==> src/sv/stg_pkg.sv <==
// Package for the sine tone generator: widths, register indexes, reset values,
// fixed-point sine coefficients and the sequencer state type.
// No dependencies; the top level, stg_front and stg_back import it.
`default_nettype none

package stg_pkg;

  // Field and port widths.
  localparam int PHASE_W    = 32;
  localparam int AMP_W      = 23;
  localparam int COUNT_W    = 7;
  localparam int CFG_IDX_W  = 2;
  localparam int CFG_DATA_W = 32;
  localparam int MUL_W      = 32;

  // Defaults for the top-level parameters.
  localparam int MAX_FRAMES_DEF  = 32;
  localparam int SAMPLE_BITS_DEF = 24;

  // Configuration register indexes.
  localparam logic [CFG_IDX_W-1:0] REG_PHASE_STEP = 2'd0;
  localparam logic [CFG_IDX_W-1:0] REG_AMPLITUDE  = 2'd1;

  // Register reset values (about 1 kHz at 44.1 kHz, amplitude near 0.1 full scale).
  localparam logic [PHASE_W-1:0] PHASE_STEP_RST = 32'd97391549;
  localparam logic [AMP_W-1:0]   AMPLITUDE_RST  = 23'd838861;

  // Q2.30 constants of the odd sine polynomial.
  localparam logic [MUL_W-1:0] PI_Q30  = 32'd3373259426;
  localparam logic [MUL_W-1:0] C1_Q30  = 32'd1073411097;
  localparam logic [MUL_W-1:0] C3_Q30  = 32'd177477835;
  localparam logic [MUL_W-1:0] C5_Q30  = 32'd7894653;
  localparam logic [MUL_W-1:0] ONE_Q30 = 32'd1073741824;

  // Back-end sequencer states: one multiply step per state after the reduction.
  typedef enum logic [3:0] {
    ST_IDLE,
    ST_ADV,
    ST_RED,
    ST_X,
    ST_Y,
    ST_T5,
    ST_T3,
    ST_SIN,
    ST_MAG
  } seq_state_t;

endpackage

`default_nettype wire

==> src/sv/sine_tone_generator.sv <==
// Sine tone generator: a request asks for a number of audio samples and the
// block answers with one stereo frame per pair of samples, capped at MAX_FRAMES.
// Requests arrive on in_valid/in_ready with sample_count; frames leave on
// out_valid/out_ready with left_sample, right_sample (equal) and last_frame,
// which marks the final frame of a request. A request for zero samples is
// taken and produces nothing.
// The cfg port writes phase_step (index 0) and amplitude (index 1);
// cfg_ready is always high and other indexes are ignored.
// Each frame passes through the sample sequencer as one phase add, one
// half-turn reduction and six steps through the one shared 32x32 multiplier.
// A request occupies the back end until its last frame is loaded, and the
// sequencer returns to its idle state to take the next request from the queue;
// the first frame passes the queue entry, the idle state and ADV through MAG.
// A two-entry job queue lets up to two further requests be taken while a
// request is running. If the receiver stalls, the finished frame waits in the
// output register and the sequencer holds on the next frame.
// Reset clears the phase to zero and restores the register defaults.
// Depends on stg_pkg, stg_front, stg_queue and stg_back.
`default_nettype none

module sine_tone_generator #(
  parameter int MAX_FRAMES  = stg_pkg::MAX_FRAMES_DEF,
  parameter int SAMPLE_BITS = stg_pkg::SAMPLE_BITS_DEF
) (
  input  wire logic                             clk,
  input  wire logic                             rst,
  input  wire logic                             in_valid,
  output logic                                  in_ready,
  input  wire logic [stg_pkg::COUNT_W-1:0]      sample_count,
  output logic                                  out_valid,
  input  wire logic                             out_ready,
  output logic signed [SAMPLE_BITS-1:0]         left_sample,
  output logic signed [SAMPLE_BITS-1:0]         right_sample,
  output logic                                  last_frame,
  input  wire logic                             cfg_valid,
  output logic                                  cfg_ready,
  input  wire logic [stg_pkg::CFG_IDX_W-1:0]    cfg_index,
  input  wire logic [stg_pkg::CFG_DATA_W-1:0]   cfg_data
);
  import stg_pkg::*;

  localparam int FW = $clog2(MAX_FRAMES + 1);

  logic [PHASE_W-1:0]           phase_step;
  logic [AMP_W-1:0]             amplitude;
  logic                         push_valid;
  logic                         push_ready;
  logic [FW-1:0]                push_frames;
  logic                         pop_valid;
  logic                         pop_ready;
  logic [FW-1:0]                pop_frames;
  logic signed [SAMPLE_BITS-1:0] sample;

  // Configuration registers.
  assign cfg_ready = 1'b1;

  always_ff @(posedge clk) begin
    if (rst) begin
      phase_step <= PHASE_STEP_RST;
      amplitude  <= AMPLITUDE_RST;
    end else if (cfg_valid && cfg_ready) begin
      case (cfg_index)
        REG_PHASE_STEP: phase_step <= cfg_data;
        REG_AMPLITUDE:  amplitude  <= cfg_data[AMP_W-1:0];
        default: begin
        end
      endcase
    end
  end

  // Request classification.
  stg_front #(
    .MAX_FRAMES (MAX_FRAMES),
    .FW         (FW)
  ) u_front (
    .in_valid    (in_valid),
    .in_ready    (in_ready),
    .sample_count(sample_count),
    .push_valid  (push_valid),
    .push_ready  (push_ready),
    .push_frames (push_frames)
  );

  // Job queue between the two halves.
  stg_queue #(
    .W (FW)
  ) u_queue (
    .clk       (clk),
    .rst       (rst),
    .push_valid(push_valid),
    .push_ready(push_ready),
    .push_data (push_frames),
    .pop_valid (pop_valid),
    .pop_ready (pop_ready),
    .pop_data  (pop_frames)
  );

  // Sample sequencer and output register.
  stg_back #(
    .SAMPLE_BITS (SAMPLE_BITS),
    .FW          (FW)
  ) u_back (
    .clk       (clk),
    .rst       (rst),
    .phase_step(phase_step),
    .amplitude (amplitude),
    .pop_valid (pop_valid),
    .pop_ready (pop_ready),
    .pop_frames(pop_frames),
    .out_valid (out_valid),
    .out_ready (out_ready),
    .sample    (sample),
    .last_frame(last_frame)
  );

  // Both channels carry the same sample.
  assign left_sample  = sample;
  assign right_sample = sample;

  // After reset no frame is pending and requests can be taken.
  a_reset_clear: assert property (@(posedge clk) rst |=> (!out_valid && in_ready))
    else $error("output or input side not cleared by reset");

  // Saturation keeps the most negative code out of every frame.
  a_no_min_code: assert property (@(posedge clk) disable iff (rst)
    out_valid |-> (left_sample != {1'b1, {(SAMPLE_BITS-1){1'b0}}}))
    else $error("sample reached the most negative code");

  // Stereo channels agree on every presented frame.
  a_stereo_equal: assert property (@(posedge clk) disable iff (rst)
    out_valid |-> (left_sample == right_sample))
    else $error("left and right samples differ");

endmodule

`default_nettype wire

==> src/sv/stg_front.sv <==
// Front end of the sine tone generator: turns a sample count into a frame count.
// Depends on stg_pkg; feeds the job queue.
`default_nettype none

module stg_front #(
  parameter int MAX_FRAMES = 32,
  parameter int FW         = 6
) (
  input  wire logic                        in_valid,
  output logic                             in_ready,
  input  wire logic [stg_pkg::COUNT_W-1:0] sample_count,
  output logic                             push_valid,
  input  wire logic                        push_ready,
  output logic [FW-1:0]                    push_frames
);
  import stg_pkg::*;

  localparam logic [COUNT_W-1:0] MAX_CNT = COUNT_W'(MAX_FRAMES);

  logic [COUNT_W:0]   count_inc;
  logic [COUNT_W-1:0] frames_raw;
  logic [COUNT_W-1:0] frames_cap;

  // Two samples make one frame, rounding up; cap at the frame limit.
  always_comb begin
    count_inc  = {1'b0, sample_count} + (COUNT_W+1)'(1);
    frames_raw = count_inc[COUNT_W:1];
    frames_cap = (frames_raw > MAX_CNT) ? MAX_CNT : frames_raw;
  end

  // A request for no frames is taken and dropped without reaching the queue.
  assign in_ready    = push_ready;
  assign push_valid  = in_valid && (frames_cap != '0);
  assign push_frames = frames_cap[FW-1:0];

endmodule

`default_nettype wire

==> src/sv/stg_queue.sv <==
// Two-entry job queue between the front end and the sample sequencer.
// Depends on nothing but its width parameter.
`default_nettype none

module stg_queue #(
  parameter int W = 6
) (
  input  wire logic         clk,
  input  wire logic         rst,
  input  wire logic         push_valid,
  output logic              push_ready,
  input  wire logic [W-1:0] push_data,
  output logic              pop_valid,
  input  wire logic         pop_ready,
  output logic [W-1:0]      pop_data
);

  logic [W-1:0] entry [2];
  logic         wr_ptr;
  logic         rd_ptr;
  logic [1:0]   count;
  logic         do_push;
  logic         do_pop;

  assign push_ready = (count != 2'd2);
  assign pop_valid  = (count != 2'd0);
  assign pop_data   = entry[rd_ptr];
  assign do_push    = push_valid && push_ready;
  assign do_pop     = pop_valid && pop_ready;

  // Pointers and fill count.
  always_ff @(posedge clk) begin
    if (rst) begin
      wr_ptr <= 1'b0;
      rd_ptr <= 1'b0;
      count  <= 2'd0;
    end else begin
      if (do_push) begin
        wr_ptr <= ~wr_ptr;
      end
      if (do_pop) begin
        rd_ptr <= ~rd_ptr;
      end
      if (do_push && !do_pop) begin
        count <= count + 2'd1;
      end else if (do_pop && !do_push) begin
        count <= count - 2'd1;
      end
    end
  end

  // Entry storage.
  always_ff @(posedge clk) begin
    if (do_push) begin
      entry[wr_ptr] <= push_data;
    end
  end

endmodule

`default_nettype wire

==> src/sv/stg_back.sv <==
// Back end of the sine tone generator: phase accumulator, a shared 32x32
// multiplier stepped by a sequencer, and the output register. Depends on stg_pkg.
`default_nettype none

module stg_back #(
  parameter int SAMPLE_BITS = 24,
  parameter int FW          = 6
) (
  input  wire logic                           clk,
  input  wire logic                           rst,
  input  wire logic [stg_pkg::PHASE_W-1:0]    phase_step,
  input  wire logic [stg_pkg::AMP_W-1:0]      amplitude,
  input  wire logic                           pop_valid,
  output logic                                pop_ready,
  input  wire logic [FW-1:0]                  pop_frames,
  output logic                                out_valid,
  input  wire logic                           out_ready,
  output logic signed [SAMPLE_BITS-1:0]       sample,
  output logic                                last_frame
);
  import stg_pkg::*;

  localparam logic [MUL_W-1:0] LIM = MUL_W'((64'd1 << (SAMPLE_BITS - 1)) - 64'd1);

  seq_state_t state;
  seq_state_t state_next;

  logic [PHASE_W-1:0]   phase;
  logic [FW-1:0]        remaining;
  logic [30:0]          mr;
  logic                 neg;
  logic [30:0]          x;
  logic [MUL_W-1:0]     y;
  logic [MUL_W-1:0]     acc;

  logic [MUL_W-1:0]     mul_a;
  logic [MUL_W-1:0]     mul_b;
  logic [2*MUL_W-1:0]   prod;
  logic                 out_free;
  logic                 load_out;

  logic [PHASE_W:0]     ph_ext;
  logic [PHASE_W:0]     ph_round;
  logic [1:0]           k;
  logic [PHASE_W:0]     base;
  logic [PHASE_W:0]     diff;
  logic                 below;
  logic [MUL_W-1:0]     t3;
  logic [MUL_W-1:0]     p;
  logic [MUL_W-1:0]     s_raw;
  logic [MUL_W-1:0]     mag_raw;
  logic [MUL_W-1:0]     mag;
  logic [MUL_W-1:0]     signed_mag;

  assign out_free = !out_valid || out_ready;

  // Reduction to the nearest multiple of a half turn.
  always_comb begin
    ph_ext   = {1'b0, phase};
    ph_round = ph_ext + (PHASE_W+1)'(33'h040000000);
    k        = ph_round[PHASE_W:PHASE_W-1];
    base     = {k, {(PHASE_W-1){1'b0}}};
    below    = (ph_ext < base);
    diff     = below ? (base - ph_ext) : (ph_ext - base);
  end

  // Operand corrections between multiply steps.
  always_comb begin
    t3         = (acc < C3_Q30) ? (C3_Q30 - acc) : '0;
    p          = (acc < C1_Q30) ? (C1_Q30 - acc) : '0;
    s_raw      = prod[61:30];
    mag_raw    = {8'd0, prod[53:30]};
    mag        = (mag_raw > LIM) ? LIM : mag_raw;
    signed_mag = neg ? (MUL_W'(0) - mag) : mag;
  end

  // Shared multiplier.
  assign prod = mul_a * mul_b;

  // Sequencer state register.
  always_ff @(posedge clk) begin
    if (rst) begin
      state <= ST_IDLE;
    end else begin
      state <= state_next;
    end
  end

  // Next state, multiplier operand selection and handshake controls.
  always_comb begin
    state_next = state;
    mul_a      = '0;
    mul_b      = '0;
    pop_ready  = 1'b0;
    load_out   = 1'b0;
    case (state)
      ST_IDLE: begin
        pop_ready = 1'b1;
        if (pop_valid) begin
          state_next = ST_ADV;
        end
      end
      ST_ADV: begin
        state_next = ST_RED;
      end
      ST_RED: begin
        state_next = ST_X;
      end
      ST_X: begin
        mul_a      = {1'b0, mr};
        mul_b      = PI_Q30;
        state_next = ST_Y;
      end
      ST_Y: begin
        mul_a      = {1'b0, x};
        mul_b      = {1'b0, x};
        state_next = ST_T5;
      end
      ST_T5: begin
        mul_a      = C5_Q30;
        mul_b      = y;
        state_next = ST_T3;
      end
      ST_T3: begin
        mul_a      = t3;
        mul_b      = y;
        state_next = ST_SIN;
      end
      ST_SIN: begin
        mul_a      = {1'b0, x};
        mul_b      = p;
        state_next = ST_MAG;
      end
      ST_MAG: begin
        mul_a = acc;
        mul_b = {{(MUL_W-AMP_W){1'b0}}, amplitude};
        if (out_free) begin
          load_out   = 1'b1;
          state_next = (remaining == FW'(1)) ? ST_IDLE : ST_ADV;
        end
      end
      default: begin
        state_next = ST_IDLE;
      end
    endcase
  end

  // Phase accumulator and frame counter.
  always_ff @(posedge clk) begin
    if (rst) begin
      phase     <= '0;
      remaining <= '0;
    end else begin
      if (state == ST_IDLE && pop_valid) begin
        remaining <= pop_frames;
      end else if (load_out) begin
        remaining <= remaining - FW'(1);
      end
      if (state == ST_ADV) begin
        phase <= phase + phase_step;
      end
    end
  end

  // Datapath registers, one multiply result per step.
  always_ff @(posedge clk) begin
    case (state)
      ST_RED: begin
        mr  <= diff[30:0];
        neg <= below ^ k[0];
      end
      ST_X: begin
        x <= prod[61:31];
      end
      ST_Y: begin
        y <= prod[61:30];
      end
      ST_T5: begin
        acc <= prod[61:30];
      end
      ST_T3: begin
        acc <= prod[61:30];
      end
      ST_SIN: begin
        acc <= (s_raw > ONE_Q30) ? ONE_Q30 : s_raw;
      end
      default: begin
      end
    endcase
  end

  // Output register: holds a finished frame until the receiver takes it.
  always_ff @(posedge clk) begin
    if (rst) begin
      out_valid <= 1'b0;
    end else if (load_out) begin
      out_valid <= 1'b1;
    end else if (out_ready) begin
      out_valid <= 1'b0;
    end
  end

  always_ff @(posedge clk) begin
    if (load_out) begin
      sample     <= signed_mag[SAMPLE_BITS-1:0];
      last_frame <= (remaining == FW'(1));
    end
  end

endmodule

`default_nettype wire
==> config.mk <==
export PLATFORM = sky130hd
export DESIGN_NAME = sine_tone_generator
export DESIGN_NICKNAME = d
export VERILOG_FILES = /design/src/sv/stg_pkg.sv /design/src/sv/sine_tone_generator.sv /design/src/sv/stg_front.sv /design/src/sv/stg_queue.sv /design/src/sv/stg_back.sv
export SDC_FILE = /design/constraint.sdc
export NUM_CORES = 2
export LEC_CHECK = 0
export BUFFER_PORTS_ARGS = -buffer_cell sky130_fd_sc_hd__buf_2
export CORE_ASPECT_RATIO = 1.4
export CORE_MARGIN = 1
export CORE_UTILIZATION = 60
export CTS_CLUSTER_SIZE = 12
export DETAILED_ROUTE_END_ITERATION = 10
export GPL_TIMING_DRIVEN = 0
export PLACE_DENSITY = 0.77
export RECOVER_POWER = 100
export SYNTH_ARGS = -nofsm -noshare
export SYNTH_HDL_FRONTEND = slang
export SYNTH_SLANG_ARGS = --single-unit
==> constraint.sdc <==
create_clock -name clk -period 25.6 [get_ports clk]
set_clock_uncertainty 0.15 [all_clocks]
set_input_delay 2.56 -clock clk [delete_from_list [all_inputs] [get_ports clk]]
set_output_delay 2.56 -clock clk [all_outputs]
set_load 0.02 [all_outputs]
# After elaboration in Yosys (flattened, before gate mapping)
# Memory sizes are Yosys's and may differ from the RTL's. A register that Yosys moved wholly into a read port is not among the register bits.
# Index checks and enable logic that the tools add are counted.
# word_totals
reg_bits	254
ramBits	12
out_inout_bits	52
mem_count	1
# classes
addsub	11
n_mul	1
magnitude_cmp	6
eq_ne	13
muxes	27
n_bitwise	3
reduce_logical	23
# memory_table
name	words	width	read_ports	rd_ports_with_merged_regs	write_ports	line	source
u_queue.entry	2	6	1	1	1	stg_queue.sv:18	logic [W-1:0] entry [2];
# ops
op	n
$pmux 32 s5	2
$mux 32	3
$pmux 32 s2	1
$mul 32x32->62	1
$mux 24	2
$pmux 4 s9	1
$add 32x31->33 const B	1
$lt 32x33->1	1
$add 32x32->32	1
$gt 32x31->1 const B	1
$lt 32x28->1 const B	1
$lt 32x30->1 const B	1
$sub 28x32->32 const A	1
$sub 30x32->32 const A	1
$mux 31	1
$sub 1x31->31 const A	1
$sub 31x1->31 const B	1
$gt 24x23->1 const B	1
$sub 1x24->24 const A	1
$eq 4x3->1 const B	4
$mux 6	2
$mux 1	10
$reduce_bool 2->1	5
$add 7x1->8 const B	1
24 further kinds	39

# Longest topological paths before layout
# logic_depth
depth_word	10
mapped_depth	50

# Cells and area by module
# A second synthesis with hierarchy kept.
# unflattened
hier_cells	5420
hier_area_um2	47899.7
# modules_own_cells
mod	instances	cells_per_inst	area_each_um2	seq_area_each_um2
stg_back	1	5084	44481.4	5425.2
sine_tone_generator	1	256	2499.9	1101.1
stg_queue	1	43	661.9	460.4
stg_front	1	37	256.5	0.0

# Worst setup path after synthesis
# No wires, ideal clock.
# synth_path
path_kind	register to register
startpoint	register u_back.state[0]
endpoint	register u_back.sample[20] (data pin)
setup_time_ns	0.255
arrival_ns	11.638
required_ns	25.195
slack_ns	13.557
path_stages_with_launch	40
period_less_slack_ns	12.043
path_cell_list	dfxtp_1 -> clkbuf_1 -> nand2_1 -> nor3_1 -> clkbuf_1 -> clkbuf_1 -> a22oi_1 -> o311ai_1 -> clkbuf_1 -> nand2_1 -> fa_1 -> inv_1 -> fa_1 -> inv_1 -> fa_1 -> fa_1 -> inv_1 -> fa_1 -> [... 4 more ...] -> inv_1 -> ha_1 -> clkbuf_1 -> nand4_1 -> or4bb_1 -> o41ai_2 -> a21oi_2 -> xor2_2 -> inv_2 -> clkbuf_1 -> clkbuf_1 -> nor2_1 -> ha_1 -> nand3_1 -> or3_1 -> nand4b_1 -> or3_1 -> and3_1
# synth_between
elab_chain_cells	8
word_cells_on_any_way	15
cone_classes	1 x add/sub; 1 x mul; 1 x order compare; 6 x eq/ne; 4 x mux; 2 x reduce/logical
# synth_lines
element	line	source
from (decl)	stg_back.sv:25	seq_state_t state;
from (signal assigned)	stg_back.sv:85	state <= state_next;
$eq 4x3->1	stg_back.sv:96	case (state)
$reduce_or 2->1 (no source line)	-	
$pmux 32 s5	stg_back.sv:96	
$mul 32x32->62 (*)	stg_back.sv:78	assign prod = mul_a * mul_b;
net u_back.prod[53]	stg_back.sv:38	logic [2*MUL_W-1:0] prod;
$gt 24x23->1 (*)	stg_back.sv:73	mag = (mag_raw > LIM) ? LIM : mag_raw;
$mux 24 (*)	stg_back.sv:73	
$sub 1x24->24	stg_back.sv:74	signed_mag = neg ? (MUL_W'(0) - mag) : mag;
$mux 24 (*)	stg_back.sv:74	
net u_back.signed_mag[20]	stg_back.sv:53	logic [MUL_W-1:0] signed_mag;
to (signal assigned)	stg_back.sv:205	sample <= signed_mag[SAMPLE_BITS-1:0];
to (decl)	stg_back.sv:18	output logic signed [SAMPLE_BITS-1:0] sample,
# The timed path passes the listed nets; every way through them passes the cells marked *.
# A chain may end at the register's enable or synchronous reset.

# Worst setup path in the final report
# layout_path
startpoint	register u_back.state[0]
endpoint	register u_back.sample[22] (data pin)
# Same word-level chain as after synthesis.

==> impl_metrics.py <==
metrics = {
    "logic_synthesis": {
        "syn_avg_cell_area_um2": 8.71,
        "synth_largest_area_cell": "fa_1",
        "syn-num-nets": 6671,
        "synth_edf_count": 164,
        "yosysWarnings": 0,
        "synth_ff_type": "edfxtp_1",
        "synthDominantCellAreaShare_pct": 37.8,
        "syn_area_mm2": 0.0474,
        "synthCells": 5443,
        "synth-seq-cells": 267,
        "ys_async_sr_fraction_pct": 0,
        "seq_area_frac_synth_pct": 14.7,
        "synthTopCellsByArea": "fa_1 38%, edfxtp_1 10%, inv_1 7.7%, ha_1 7.6%, nand2_1 7.1%",
        "ys_types": 92,
    },
    "critical_path": {
        "startpoint": "u_back.state[0]$_SDFFE_PP0P_",
        "worstSetupPathType": "register to register",
        "endpoint": "u_back.sample[22]$_DFFE_PP_",
        "path_delay_family": "buffers and inverters",
        "startpoint_type": "register",
        "arrival_ps": 18610,
        "crit_fanout": 32,
        "r2r_cells": 39,
        "r2r_start": "u_back.state[0]$_SDFFE_PP0P_",
        "r2r_end": "u_back.sample[22]$_DFFE_PP_",
        "critPathBufInv": 13,
        "r2r_slack_ps": 7250,
        "critPathSlowestCell": "clkbuf_1",
        "cp_slowest_stage_delay_ps": 1570,
        "worst-endpoint-required_ps": 25860,
        "crit_cells": 39,
        "worst_setup_path_end_kind": "register",
    },
    "clock_network": {
        "postCtsSetupBuffers": 0,
        "cts_tree": "yes",
        "postCtsResizedCells": 0,
        "max-clock-path-buffers": 3,
        "root_buffer": "clkbuf_16",
        "htreeDepth": 1,
        "cts_sinks": 267,
        "cts_buffers": 26,
        "postCtsHoldBufs": 0,
        "clk_pin_slew_ps": 70,
        "clk_latency_ps": 600,
    },
    "timing": {
        "fmax_ghz": 0.0545,
        "whs_ps": 311,
        "fin_ws_ps": 7250,
        "finalCriticalPeriod_ps": 18350,
        "max_slew.worst_pin.slew_ps": 2120,
        "fin_setup_tns_ps": 0,
        "rsz0062_at_grt": "false",
        "finalHoldViolations": 0,
        "setup_viol": 0,
        "finalCritPeriodShare_pct": 71.7,
        "relSlewSlack_pct": -41.6,
        "drv_slew": 149,
    },
    "outcome": {
        "status": "finished, violations left",
        "violations": "capacitance limit, slew limit",
    },
    "worst_hold_path": {
        "holdCritPathClass": "register to register",
        "min_from": "phase_step[14]$_SDFFE_PP0P_",
    },
    "job": {
        "cap_violations": 9,
    },
    "grt": {
        "grt_max_degree": 33,
        "antenna_found_initial": 6,
        "gr-total-overflow": 0,
        "grt_pass1_vias": 42920,
        "grt_use_total_pct": 49.7,
        "grt_pass1_wl_um": 281000,
    },
    "floorplan": {
        "fp.dieH_um": 335,
        "coreArea_mm2": 0.0780,
        "die_width_um": 240,
        "num_io_pins": 98,
        "fp-row-count": 121,
        "start_util_pct": 60.8,
        "dieArea_mm2": 0.0801,
    },
    "route": {
        "dr.first_iter.drc_count": 4147,
        "routed_wl_um": 194000,
        "drt-wirelength-per-cell_um": 29.1,
        "dr.pass1.iters": 9,
        "ant_nets": 0,
        "drc_errors": 0,
        "vias": 41819,
        "vias_per_cell": 6.28,
    },
    "placement": {
        "port_buffers": 96,
        "dp_hpwl_um": 162000,
        "gp_congestion": 1.07,
        "place_ws_ps": 9580,
    },
    "power": {
        "peakVddDrop_mv": 0.0831,
        "cellLeakagePower_uw": 0.0232,
        "pwr_density_cell_mw_per_mm2": 48.5,
    },
    "finish": {
        "drive_gt1_share_pct": 3.26,
        "area_growth_syn_to_layout_pct": 6.05,
        "nets": 6823,
    },
}
==> how the worst min path moves through the flow <==
stage,endpoint,slack [ps],cells past startpoint
5_1_grt,phase_step[16]$_SDFFE_PP0P_,330,2
3_5_place_dp,phase_step[21]$_SDFFE_PP0P_,300,2
4_1_cts,phase_step[21]$_SDFFE_PP0P_,310,2
6_report,phase_step[14]$_SDFFE_PP0P_,310,2
2_1_floorplan,amplitude[20]$_SDFFE_PP0P_,290,2
3_3_place_gp,phase_step[16]$_SDFFE_PP0P_,300,2
==> registers in the layout, summed over array words and instances (netlist names), named ones only <==
register,flops
u_back.state,4
u_back.x,31
u_back.acc,32
u_back.sample,24
u_back.last_frame,1
u_queue.rd_ptr,1
phase_step,32
amplitude,23
u_back.neg,1
u_back.out_valid,1
u_queue.entry,12
u_back.mr,31
u_queue.wr_ptr,1
u_back.remaining,6
u_back.phase,32
u_queue.count,2
u_back.y,32
==> worst min-delay path: cells and delay by family (launching register included) <==
family / cells / cell delay (ps)
AOI/OAI and AO/OA: 1 / 50
DFF: 1 / 310
and+or+nand+nor: 1 / 50
==> kinds of logic after synthesis <==
logic type      share of synthesized area, %
mux                                    0.259
fa+ha+maj                               45.4
other cells                          0.00791
xor+xnor                                2.66
buf+inv                                 10.4
compound gates                          9.20
simple gates                            17.4
flops                                   14.7
==> placed cells by master (no fill, tap or decap), types with 90 or more instances in the layout <==
cell	n
a21oi_1	206
xnor2_1	90
nor2_1	614
inv_1	969
o21ai_0	118
fa_1	895
clkbuf_1	334
ha_1	287
nand2_1	892
dfxtp_1	103
edfxtp_1	164
==> metrics by stage <==
step	total power (µW)	cells	instance area [µm²]	utilization (%)
2_1_floorplan	1400	5443	47400	-
4_1_cts	2360	6658	50400	64.6
3_3_place_gp	1960	6584	49200	63.1
6_report	2440	6663	50300	64.5
3_5_place_dp	1990	6611	49600	63.7
5_1_grt	2500	6659	50200	64.4
==> power by group <==
group | internal, µW | switching, µW | total (µW)
clock | 193 | 173 | 366
combinational | 396 | 1070 | 1460
sequential | 554 | 51.9 | 606
total | 1140 | 1290 | 2440
==> final cells by class <==
| cell class | instances | area [µm²] |
|---|---|---|
| Clock buffer | 45 | 723 |
| Multi-Input combinational cell | 3899 | 35600 |
| Antenna cell | 4 | 10.0 |
| Tap cell | 1045 | 1310 |
| Sequential cell | 267 | 6990 |
| Clock inverter | 2 | 38.8 |
| Inverter | 971 | 3650 |
| Timing Repair Buffer | 124 | 661 |
| Fill cell | 6904 | 27700 |
| Buffer | 306 | 1260 |
==> synth_stat cells, drive strengths merged (27+ instances only) <==
| library cell | instances |
|---|---|
| a21o | 33 |
| a21oi | 208 |
| and2 | 43 |
| and3 | 27 |
| buf | 55 |
| clkbuf | 251 |
| dfxtp | 103 |
| edfxtp | 164 |
| fa | 895 |
| ha | 287 |
| inv | 971 |
| nand2 | 892 |
| nand2b | 32 |
| nand3 | 34 |
| nand3b | 38 |
| nand4 | 33 |
| nor2 | 616 |
| nor2b | 37 |
| nor3 | 53 |
| o21ai | 130 |
| xnor2 | 90 |
| xor2 | 53 |
==> metal layers <==
metal	part of all wire (%)	vias up	global-route usage (%)
met3	11	1114	13.3
li1	-	17351	-
met4	13	10	52.0
met5	0.034	-	0
met2	45	2810	77.6
met1	31	20534	52.7
Note: power is estimated with default switching activity, not from simulation.
